==> src/design/xcr_pkg.sv <==
// Package: shared widths, constants, verdict codes and digit/verdict helper functions.
`default_nettype none

package xcr_pkg;

    localparam int unsigned ByteW  = 8;
    localparam int unsigned CpW    = 21;
    // Wide enough for CP_MAX * 16 + 15 before saturation
    localparam int unsigned ProdW  = CpW + 4;

    localparam logic [CpW-1:0] CP_MAX     = 21'h10FFFF;
    localparam logic [CpW-1:0] SURR_MASK  = 21'h0007FF;
    localparam logic [CpW-1:0] SURR_TOP   = 21'h00DFFF;
    localparam logic [CpW-1:0] NONCHAR    = 21'h00FFFF;
    localparam logic [CpW-1:0] CTRL_LIMIT = 21'h000020;
    localparam logic [CpW-1:0] CP_TAB     = 21'h000009;
    localparam logic [CpW-1:0] CP_LF      = 21'h00000A;
    localparam logic [CpW-1:0] CP_CR      = 21'h00000D;

    typedef enum logic [1:0] {
        VERDICT_VALID   = 2'd0,
        VERDICT_INVALID = 2'd1,
        VERDICT_CTRL    = 2'd2
    } verdict_t;

    typedef struct packed {
        logic       ok;
        logic [3:0] value;
    } digit_t;

    // Decode one byte as a digit of the selected base
    function automatic digit_t digit_of(input logic [ByteW-1:0] b, input logic hex);
        digit_t d;
        d.ok    = 1'b0;
        d.value = 4'd0;
        case (b) inside
            [8'h30:8'h39]:
            begin
                d.ok    = 1'b1;
                d.value = 4'(b - 8'h30);
            end
            [8'h61:8'h66]:
            begin
                d.ok    = hex;
                d.value = 4'(b - 8'h61 + 8'd10);
            end
            [8'h41:8'h46]:
            begin
                d.ok    = hex;
                d.value = 4'(b - 8'h41 + 8'd10);
            end
            default:
            begin
                d.ok    = 1'b0;
                d.value = 4'd0;
            end
        endcase
        return d;
    endfunction

    // Classify a finished reference value
    function automatic verdict_t judge(input logic [CpW-1:0] v, input logic ovf);
        verdict_t r;
        if (ovf || (v == '0) || ((v | SURR_MASK) == SURR_TOP)
            || ((v | CpW'(1)) == NONCHAR))
        begin
            r = VERDICT_INVALID;
        end
        else if ((v < CTRL_LIMIT) && (v != CP_TAB) && (v != CP_LF) && (v != CP_CR))
        begin
            r = VERDICT_CTRL;
        end
        else
        begin
            r = VERDICT_VALID;
        end
        return r;
    endfunction

endpackage

`default_nettype wire

==> src/design/xcr_in_if.sv <==
// Interface: input byte channel with valid/ready handshake.
`default_nettype none

interface xcr_in_if;
    logic                        valid;
    logic                        ready;
    logic [xcr_pkg::ByteW-1:0]   char_byte;
    logic                        start_req;
    logic                        hex_mode;

    modport source (output valid, output char_byte, output start_req, output hex_mode,
                    input ready);
    modport sink   (input valid, input char_byte, input start_req, input hex_mode,
                    output ready);
endinterface

`default_nettype wire

==> src/design/xcr_out_if.sv <==
// Interface: result channel with valid/ready handshake.
`default_nettype none

interface xcr_out_if;
    logic                        valid;
    logic                        ready;
    logic [1:0]                  verdict;
    logic [xcr_pkg::CpW-1:0]     code_point;
    logic                        overflowed;

    modport source (output valid, output verdict, output code_point, output overflowed,
                    input ready);
    modport sink   (input valid, input verdict, input code_point, input overflowed,
                    output ready);
endinterface

`default_nettype wire

==> src/design/xml_char_reference_checker_core.sv <==
// Top: XML numeric character reference checker, one byte per cycle unless stalled.
`default_nettype none

// Takes the bytes after "&#" or "&#x" one per transfer; start_req opens a new
// reference (abandoning any open one) and latches hex_mode as the base. Each digit
// updates a saturating accumulator; the first non-digit byte closes the reference
// and yields one result: verdict, code point (0x10FFFF when overflowed) and the
// sticky overflow flag. Bytes seen while no reference is open are dropped. The
// block takes one byte every cycle unless a result waits: a byte goes into an
// input register, the multiply-by-ten-or-sixteen add and verdict logic then fill
// the result register, and a result is offered once the closing byte has gone
// through both. The state update stalls only while the result register holds a
// result not yet taken; the input register then takes one more byte and holds it.
module xml_char_reference_checker_core (
    input  wire        clk,
    input  wire        rst_n,
    xcr_in_if.sink     char_in,
    xcr_out_if.source  result_out
);

    // Input register stage
    logic                        in_valid_reg;
    logic [xcr_pkg::ByteW-1:0]   in_byte_reg;
    logic                        in_start_reg;
    logic                        in_hex_reg;

    // Reference state
    logic [xcr_pkg::CpW-1:0]     acc_reg;
    logic [xcr_pkg::CpW-1:0]     acc_next;
    logic                        ovf_reg;
    logic                        ovf_next;
    logic                        active_reg;
    logic                        active_next;
    logic                        hex_reg;
    logic                        hex_next;

    // Result register stage
    logic                        out_valid_reg;
    logic                        out_valid_next;
    xcr_pkg::verdict_t           verdict_reg;
    logic [xcr_pkg::CpW-1:0]     code_point_reg;
    logic                        overflowed_reg;

    logic                        advance;
    logic                        base_hex;
    logic                        open_now;
    logic [xcr_pkg::CpW-1:0]     acc_cur;
    logic                        ovf_cur;
    xcr_pkg::digit_t             dig;
    logic [xcr_pkg::ProdW-1:0]   acc_wide;
    logic [xcr_pkg::ProdW-1:0]   prod;
    logic [xcr_pkg::ProdW-1:0]   sum;
    logic                        sat;
    logic                        closing;

    // State and result stages move unless a result is waiting on the output
    assign advance      = !out_valid_reg || result_out.ready;
    assign char_in.ready = !in_valid_reg || advance;

    // Capture an incoming byte
    always_ff @(posedge clk or negedge rst_n)
    begin
        if (!rst_n)
        begin
            in_valid_reg <= 1'b0;
        end
        else if (char_in.ready)
        begin
            in_valid_reg <= char_in.valid;
        end
    end

    always_ff @(posedge clk)
    begin
        if (char_in.ready && char_in.valid)
        begin
            in_byte_reg  <= char_in.char_byte;
            in_start_reg <= char_in.start_req;
            in_hex_reg   <= char_in.hex_mode;
        end
    end

    // Resolve the effective state after an optional restart
    assign base_hex = in_start_reg ? in_hex_reg : hex_reg;
    assign open_now = in_start_reg || active_reg;
    assign acc_cur  = in_start_reg ? '0 : acc_reg;
    assign ovf_cur  = in_start_reg ? 1'b0 : ovf_reg;
    assign dig      = xcr_pkg::digit_of(in_byte_reg, base_hex);

    // Accumulate: times 16 by shift, times 10 as 8x + 2x
    assign acc_wide = xcr_pkg::ProdW'(acc_cur);
    assign prod     = base_hex ? (acc_wide << 4) : ((acc_wide << 3) + (acc_wide << 1));
    assign sum      = prod + xcr_pkg::ProdW'(dig.value);
    assign sat      = sum > xcr_pkg::ProdW'(xcr_pkg::CP_MAX);
    assign closing  = in_valid_reg && open_now && !dig.ok;

    always_comb
    begin
        acc_next       = acc_reg;
        ovf_next       = ovf_reg;
        active_next    = active_reg;
        hex_next       = hex_reg;
        out_valid_next = out_valid_reg && !result_out.ready;
        if (advance)
        begin
            out_valid_next = closing;
            if (in_valid_reg && open_now)
            begin
                hex_next = base_hex;
                if (dig.ok)
                begin
                    acc_next    = sat ? xcr_pkg::CP_MAX : sum[xcr_pkg::CpW-1:0];
                    ovf_next    = ovf_cur || sat;
                    active_next = 1'b1;
                end
                else
                begin
                    acc_next    = acc_cur;
                    ovf_next    = ovf_cur;
                    active_next = 1'b0;
                end
            end
        end
    end

    // Update reference state and result valid
    always_ff @(posedge clk or negedge rst_n)
    begin
        if (!rst_n)
        begin
            acc_reg       <= '0;
            ovf_reg       <= 1'b0;
            active_reg    <= 1'b0;
            hex_reg       <= 1'b0;
            out_valid_reg <= 1'b0;
        end
        else
        begin
            acc_reg       <= acc_next;
            ovf_reg       <= ovf_next;
            active_reg    <= active_next;
            hex_reg       <= hex_next;
            out_valid_reg <= out_valid_next;
        end
    end

    // Load the result payload on a closing byte
    always_ff @(posedge clk)
    begin
        if (advance && closing)
        begin
            verdict_reg    <= xcr_pkg::judge(acc_cur, ovf_cur);
            code_point_reg <= acc_cur;
            overflowed_reg <= ovf_cur;
        end
    end

    assign result_out.valid      = out_valid_reg;
    assign result_out.verdict    = verdict_reg;
    assign result_out.code_point = code_point_reg;
    assign result_out.overflowed = overflowed_reg;

`ifndef SYNTHESIS
    // Overflow always leaves the accumulator saturated
    a_ovf_saturates: assert property (@(posedge clk) disable iff (!rst_n)
        ovf_reg |-> (acc_reg == xcr_pkg::CP_MAX))
        else $error("overflow flag set without saturated accumulator");

    // An overflowed result is saturated and judged invalid
    a_ovf_result: assert property (@(posedge clk) disable iff (!rst_n)
        (out_valid_reg && overflowed_reg) |->
            ((code_point_reg == xcr_pkg::CP_MAX)
             && (verdict_reg == xcr_pkg::VERDICT_INVALID)))
        else $error("overflowed result not saturated or not invalid");

    // A start byte that is a digit opens a reference holding that digit
    a_start_digit: assert property (@(posedge clk) disable iff (!rst_n)
        (advance && in_valid_reg && in_start_reg && dig.ok) |=>
            (active_reg && (acc_reg == xcr_pkg::CpW'($past(dig.value)))))
        else $error("start digit did not open a reference");
`endif

endmodule

`default_nettype wire
==> src/flat_wrapper.sv <==
// flat-port wrapper written by rule: the top's interface ports become plain ports
module xml_char_reference_checker_core_flat 
  (clk, rst_n, char_in_valid, char_in_char_byte, char_in_start_req, char_in_hex_mode, char_in_ready, result_out_valid, result_out_verdict, result_out_code_point, result_out_overflowed, result_out_ready);
  xcr_in_if char_in_i ();
  xcr_out_if result_out_i ();
  input  wire clk;
  input  wire rst_n;
  input wire logic [$bits(char_in_i.valid)-1:0] char_in_valid;
  input wire logic [$bits(char_in_i.char_byte)-1:0] char_in_char_byte;
  input wire logic [$bits(char_in_i.start_req)-1:0] char_in_start_req;
  input wire logic [$bits(char_in_i.hex_mode)-1:0] char_in_hex_mode;
  output wire logic [$bits(char_in_i.ready)-1:0] char_in_ready;
  output wire logic [$bits(result_out_i.valid)-1:0] result_out_valid;
  output wire logic [$bits(result_out_i.verdict)-1:0] result_out_verdict;
  output wire logic [$bits(result_out_i.code_point)-1:0] result_out_code_point;
  output wire logic [$bits(result_out_i.overflowed)-1:0] result_out_overflowed;
  input wire logic [$bits(result_out_i.ready)-1:0] result_out_ready;
  assign char_in_i.valid = char_in_valid;
  assign char_in_i.char_byte = char_in_char_byte;
  assign char_in_i.start_req = char_in_start_req;
  assign char_in_i.hex_mode = char_in_hex_mode;
  assign char_in_ready = char_in_i.ready;
  assign result_out_valid = result_out_i.valid;
  assign result_out_verdict = result_out_i.verdict;
  assign result_out_code_point = result_out_i.code_point;
  assign result_out_overflowed = result_out_i.overflowed;
  assign result_out_i.ready = result_out_ready;
  xml_char_reference_checker_core u_core (.clk(clk), .rst_n(rst_n), .char_in(char_in_i), .result_out(result_out_i));
endmodule
==> config.mk <==
export PLATFORM = sky130hd
export DESIGN_NAME = xml_char_reference_checker_core_flat
export DESIGN_NICKNAME = d
export VERILOG_FILES = /design/src/design/xcr_pkg.sv /design/src/design/xcr_in_if.sv /design/src/design/xcr_out_if.sv /design/src/design/xml_char_reference_checker_core.sv /design/src/flat_wrapper.sv
export SDC_FILE = /design/constraint.sdc
export NUM_CORES = 1
export LEC_CHECK = 0
export BUFFER_PORTS_ARGS = -buffer_cell sky130_fd_sc_hd__clkbuf_2
export CORE_ASPECT_RATIO = 0.8
export CORE_MARGIN = 2
export CORE_UTILIZATION = 35
export CTS_CLUSTER_DIAMETER = 40
export CTS_CLUSTER_SIZE = 40
export DETAILED_ROUTE_END_ITERATION = 8
export MAX_ROUTING_LAYER = met4
export PLACE_DENSITY = 0.56
export SLEW_MARGIN = 5
export SYNTH_ARGS = -nofsm -noshare
export SYNTH_HDL_FRONTEND = slang
export SYNTH_SLANG_ARGS = --single-unit
==> constraint.sdc <==
create_clock -name clk -period 7.24 [get_ports clk]
set_clock_uncertainty 0.05 [all_clocks]
set_input_delay 0.362 -clock clk [delete_from_list [all_inputs] [get_ports clk]]
set_output_delay 0.362 -clock clk [all_outputs]
set_load 0.1 [all_outputs]
# == Word-level counts from Yosys, hierarchy flattened ==
# Index checks and enable logic that the tools add are counted.
# totals
latch_bits,0
mem_bits_ro,0
mem_bits_rw,0
n_memories,0
elab_cells,69
regBits,60
# op_classes
eq_ne,5
reduce_logical,24
mux,13
shifts,0
mul,0
n_lt_le_gt_ge,8
addsub,7
div_mod_pow,0
n_bitwise,0
# ops
cell,count
$mux W21,3
$ne A21 B4 Y1 const B,3
$add A24 B22 Y25,1
$add A25 B4 Y25,1
$gt A25 B21 Y1 const B,1
$mux W25,1
$logic_not A21 Y1,1
$lt A21 B6 Y1 const B,1
$eq A20 B15 Y1 const B,1
$ge A8 B7 Y1 const B,2
$le A8 B7 Y1 const B,2
$mux W5,3
$sub A4 B1 Y4 const B,3
$logic_and A1 B1 Y1,11
$eq A10 B5 Y1 const B,1
$add A4 B4 Y4 const B,2
$ge A8 B6 Y1 const B,1
$le A8 B6 Y1 const B,1
$logic_or A1 B1 Y1,7
$mux W1,5
$logic_not A1 Y1,4
$mux W2,1
$reduce_and A2 Y1,1

# == Logic depth before layout (Yosys ltp) ==
# logic_depth
depth_word,9
depth_mapped,21

# == Worst setup path before layout ==
# OpenSTA, ideal clock, no wires.
# synth_timing
path_kind,flip-flop to flip-flop
startpoint,register u_core.in_start_reg
endpoint,register u_core.acc_reg[10] (netlist name)
n_path_buf,6
t_arrival_ps,5097
synth_period_minus_slack_ps,5300
stages_incl_launch_ff,20
required_ps,7036
setup_slack_ps,1940
cell_sequence,edfxtp_1 buf_2 buf_1 clkbuf_1 clkbuf_1 buf_1 nor2b_1 ha_1 maj3_2 maj3_2 xor2_1 a211oi_4 nand3_1 and3b_2 or3b_4 or4_4 a21o_1 nand2_4 buf_8 a41oi_2
# synth_between
elab_chain_cells,7
word_cells_on_any_way,14
# synth_rtl
item,line,rtl
start: declaration,xml_char_reference_checker_core.sv:24,logic in_start_reg;
start signal: assignment,xml_char_reference_checker_core.sv:78,in_start_reg <= char_in.start_req;
$mux W21 *,xml_char_reference_checker_core.sv:86,assign acc_cur = in_start_reg ? '0 : acc_reg;
"via u_core.acc_cur, one bit",xml_char_reference_checker_core.sv:47,logic [xcr_pkg::CpW-1:0] acc_cur;
$add A24 B22 Y25,xml_char_reference_checker_core.sv:92,assign prod = base_hex ? (acc_wide << 4) : ((acc_wide << 3) + (acc_wide << 1));
$mux W25 *,xml_char_reference_checker_core.sv:92,
$add A25 B4 Y25 *,xml_char_reference_checker_core.sv:93,assign sum = prod + xcr_pkg::ProdW'(dig.value);
$gt A25 B21 Y1,xml_char_reference_checker_core.sv:94,assign sat = sum > xcr_pkg::ProdW'(xcr_pkg::CP_MAX);
$mux W21 *,xml_char_reference_checker_core.sv:112,acc_next = sat ? xcr_pkg::CP_MAX : sum[xcr_pkg::CpW-1:0];
$mux W21 *,xml_char_reference_checker_core.sv:110,if (dig.ok)
end signal: assignment,xml_char_reference_checker_core.sv:139,acc_reg <= acc_next;
end: declaration,xml_char_reference_checker_core.sv:28,logic [xcr_pkg::CpW-1:0] acc_reg;
# The timed path passes the listed nets; every way through them passes the cells marked *.
# A chain may end at the register's enable or synchronous reset.

# == Final worst setup path ==
# layout_timing
startpoint,register u_core.in_start_reg
endpoint,register u_core.acc_reg[0] (netlist name)
# layout_between
elab_chain_cells,7
word_cells_on_any_way,14
# layout_rtl
item,line
$mux W21 *,xml_char_reference_checker_core.sv:86
"via u_core.acc_cur, one bit",xml_char_reference_checker_core.sv:47
$add A24 B22 Y25,xml_char_reference_checker_core.sv:92
$mux W25,xml_char_reference_checker_core.sv:92
$add A25 B4 Y25,xml_char_reference_checker_core.sv:93
$gt A25 B21 Y1,xml_char_reference_checker_core.sv:94
$mux W21,xml_char_reference_checker_core.sv:112
$mux W21 *,xml_char_reference_checker_core.sv:110
# Marks and branches as above.

==> results.md <==
* I/O Buffers at 39
* Core Area at 13700 sq um
* Critical path fanouts, max at 18
* Unrepaired setup endpoints after global routing: no
* Drt pass-1 iters at 5
* Number of synthesized flops with an enable pin at 34
* Later-pin clock latency in the skew report at 340 ps
* Nets at 615
* Final Hold Fails at 2
* Count of different cell masters after synthesis at 76
* Share of the core filled with cells at 40.4%
* FF-to-FF Start: u_core.in_start_reg
* Antenna violations before repair at 0
* Async SR Flop Fraction at 43.3%
* Outcome: finished with violations
* RD Place Congestion at 0.924
* Main flop type after synthesis: edfxtp_1
* Worst R2R Path Depth at 16
* Min setup slack post-route at 1690 ps
* Critical Path AT at 5670 ps
* Vias in the first global route at 4229
* Register-to-register setup slack at 1690 ps
* F_max at 180 MHz
* Max Cap Violations at 0
* Setup Slack @ Placement at 1820 ps
* Initial DRC count at 522
* First-pass GRT wire length at 22.4 mm
* DRT Wirelength at 14.0 mm
* Post-layout minimum cycle time at 5550 ps
* Total CTS buffers at 9
* DRT antenna net count at 0
* Leakage at 2.08 nW
* Syn Inst Count at 571
* Initial Utilization at 36.2%
* Slew headroom at 31.5%
* CTS root buf: clkbuf_16
* WL/cell at 18.1 microns
* DP Wirelength at 10.1 mm
* GR Util All Layers at 19.8%
* Critical Path RT at 7360 ps
* Seq/Total Area, Yosys at 33.8%
* Post_cts resized at 0
* Fin crit share at 76.6%
* Final TNS setup at 0 ps
* FP Rows at 38
* Tightest hold margin at -7.46 ps
* Yosys top cell by area: edfxtp_1
* Violated checks: negative hold slack
* P per Cell Area at 454 nW/um^2
* Slew Viols, Final at 0
* Die height at 110 microns
* Post-Syn Area at 4950 sq um
* Max H-tree Level at 3
* Longest Clk Path Bufs at 2
* Worst R2R End: u_core.acc_reg[0]
* Average instance area after synthesis at 8.67 sq um
* Die footprint at 15100 sq um
* Worst hold-check path type: in2async
* Worst-path clk slew at 60 ps
* Critical path class: reg2reg
* Die width at 137 microns
* IO Pins at 40
* Yosys top cell area share at 20.6%
* Largest net degree at the start of global routing at 66
* Number of diodes at 0
* FF+latch count, synth at 60
* Area delta synth->final at 11.8%
* GR Overflow Total at 0
* CTS tree: done
* Area contributors post-synth: edfxtp_1, dfrtp_1, a21oi_1, xnor2_1, nor2_1
* Yosys warning count at 0
* CTS Hold Bufs at 0
* Share of cells above drive strength 1 at 14.6%
* Slew @ Worst Pin at 1000 ps
* TritonCTS Sinks at 60
* DR vias/cell at 5.81
* Max rail drop VDD at 171 uV
* Crit end category: flip-flop
* Final setup viols at 0
* Post-CTS Setup Repair Bufs at 0
* Startpoint Class: flip-flop
* Via count at 4482
* DRC at 0
* Syn Nets at 600
cells in the mapped netlist (4+ instances only):
library cell  instances
xnor2_1              24
nor4_1                9
and2_1                9
a21oi_1              43
a22oi_1               5
nor3_1               19
nand2_1              43
xor2_1               15
o21ai_0              31
nor2_1               48
inv_1                11
o22ai_1               4
o211ai_1              7
buf_2                11
nand2b_1              9
nand3_1              21
nand4_1               8
a31o_2                4
maj3_1                6
o31ai_1               5
a31oi_1               7
clkbuf_1             22
mux2i_1               6
ha_1                 14
a21o_1                9
nor2b_1              24
a41oi_1               7
a211oi_1              6
a22o_1                4
buf_1                 5
edfxtp_1             34
or3_1                 4
a41oi_2               7
dfrtp_1              26
layout make-up:
| type | count | area, sq um |
|---|---|---|
| Clock buffer | 9 | 225 |
| Clock inverter | 7 | 81.3 |
| Fill cell | 1372 | 8160 |
| Inverter | 11 | 41.3 |
| Multi-Input combinational cell | 458 | 3040 |
| Sequential cell | 60 | 1670 |
| Tap cell | 180 | 225 |
| Timing Repair Buffer | 46 | 248 |
where the power goes:
| group | total (W) | switching (W) | internal, W |
|---|---|---|---|
| registers | 0.000701 | 0.000235 | 0.000467 |
| logic | 0.00137 | 0.000898 | 0.000469 |
| clock network | 0.000445 | 0.000173 | 0.000272 |
worst max-delay path: stages, from the launching register on:
cell and delay (ps):
edfxtp_1 390, inv_1 390, nand2_1 290, inv_1 140
ha_1 190, ha_1 290, a21oi_1 110, o32a_1 380
o21ai_0 380, mux2i_1 240, nand4_1 160, a2111oi_0 870
nand2_1 210, nor2_1 160, xor2_1 220, a41o_1 690
a41oi_1 220
cells by family after synthesis:
kind of cell | after synthesis | share of synthesized area [%]
adders and majority gates | 23 | 5.61
buffers and inverters | 53 | 4.90
AOI/OAI and AO/OA | 171 | 24.4
DFF | 60 | 33.8
muxes | 6 | 1.21
xor gates and xnor gates | 39 | 6.90
and+or+nand+nor | 219 | 23.2
metrics by stage:
stage | cells | power, W | hold WS [ps] | instance area (sq um)
finish | 771 | 0.00251 | -7.46 | 5540
floorplan | 571 | 0.00177 | 16.4 | 4950
global placement | 755 | 0.00202 | 373 | 5230
CTS | 771 | 0.00250 | 9.20 | 5540
global route | 771 | 0.00268 | 37.1 | 5540
detailed placement | 755 | 0.00204 | 373 | 5230
routing by layer:
layer | global-route usage [%] | vias to the layer above | wire length (microns)
li1 | - | 2168 | -
met1 | 29.0 | 2131 | 7030
met2 | 27.9 | 168 | 5740
met3 | 3.57 | 15 | 998
met4 | 5.30 | 0 | 177
met5 | - | - | 0
layout by cell type, fill, tap and decap left out, types with 8 or more instances in the layout:
cell type  instances
nand2_1           43
dfrtp_1           26
xor2_1            15
clkbuf_16          9
ha_1              14
nand4_1            8
nand3_1           21
nor2_1            48
clkbuf_2          39
xnor2_1           24
nor2b_1           24
inv_1             11
edfxtp_1          34
o21ai_0           31
nor4_1             9
nand2b_1           9
a21oi_1           43
nor3_1            18
and2_1             9
a21o_1             9
how the worst max path moves through the flow:
stage / from / to / slack (ps) / depth (start not counted)
6_report: u_core.in_start_reg / u_core.acc_reg[0] / 1690 / 16
5_1_grt: u_core.in_start_reg / u_core.acc_reg[0] / 1230 / 16
4_1_cts: u_core.in_start_reg / u_core.acc_reg[0] / 1780 / 16
3_5_place_dp: u_core.in_start_reg / u_core.acc_reg[0] / 1820 / 16
3_3_place_gp: u_core.in_start_reg / u_core.acc_reg[3] / 2010 / 16
2_1_floorplan: u_core.in_start_reg / u_core.acc_reg[10] / 1940 / 19
(Power assumes the default switching activity.)
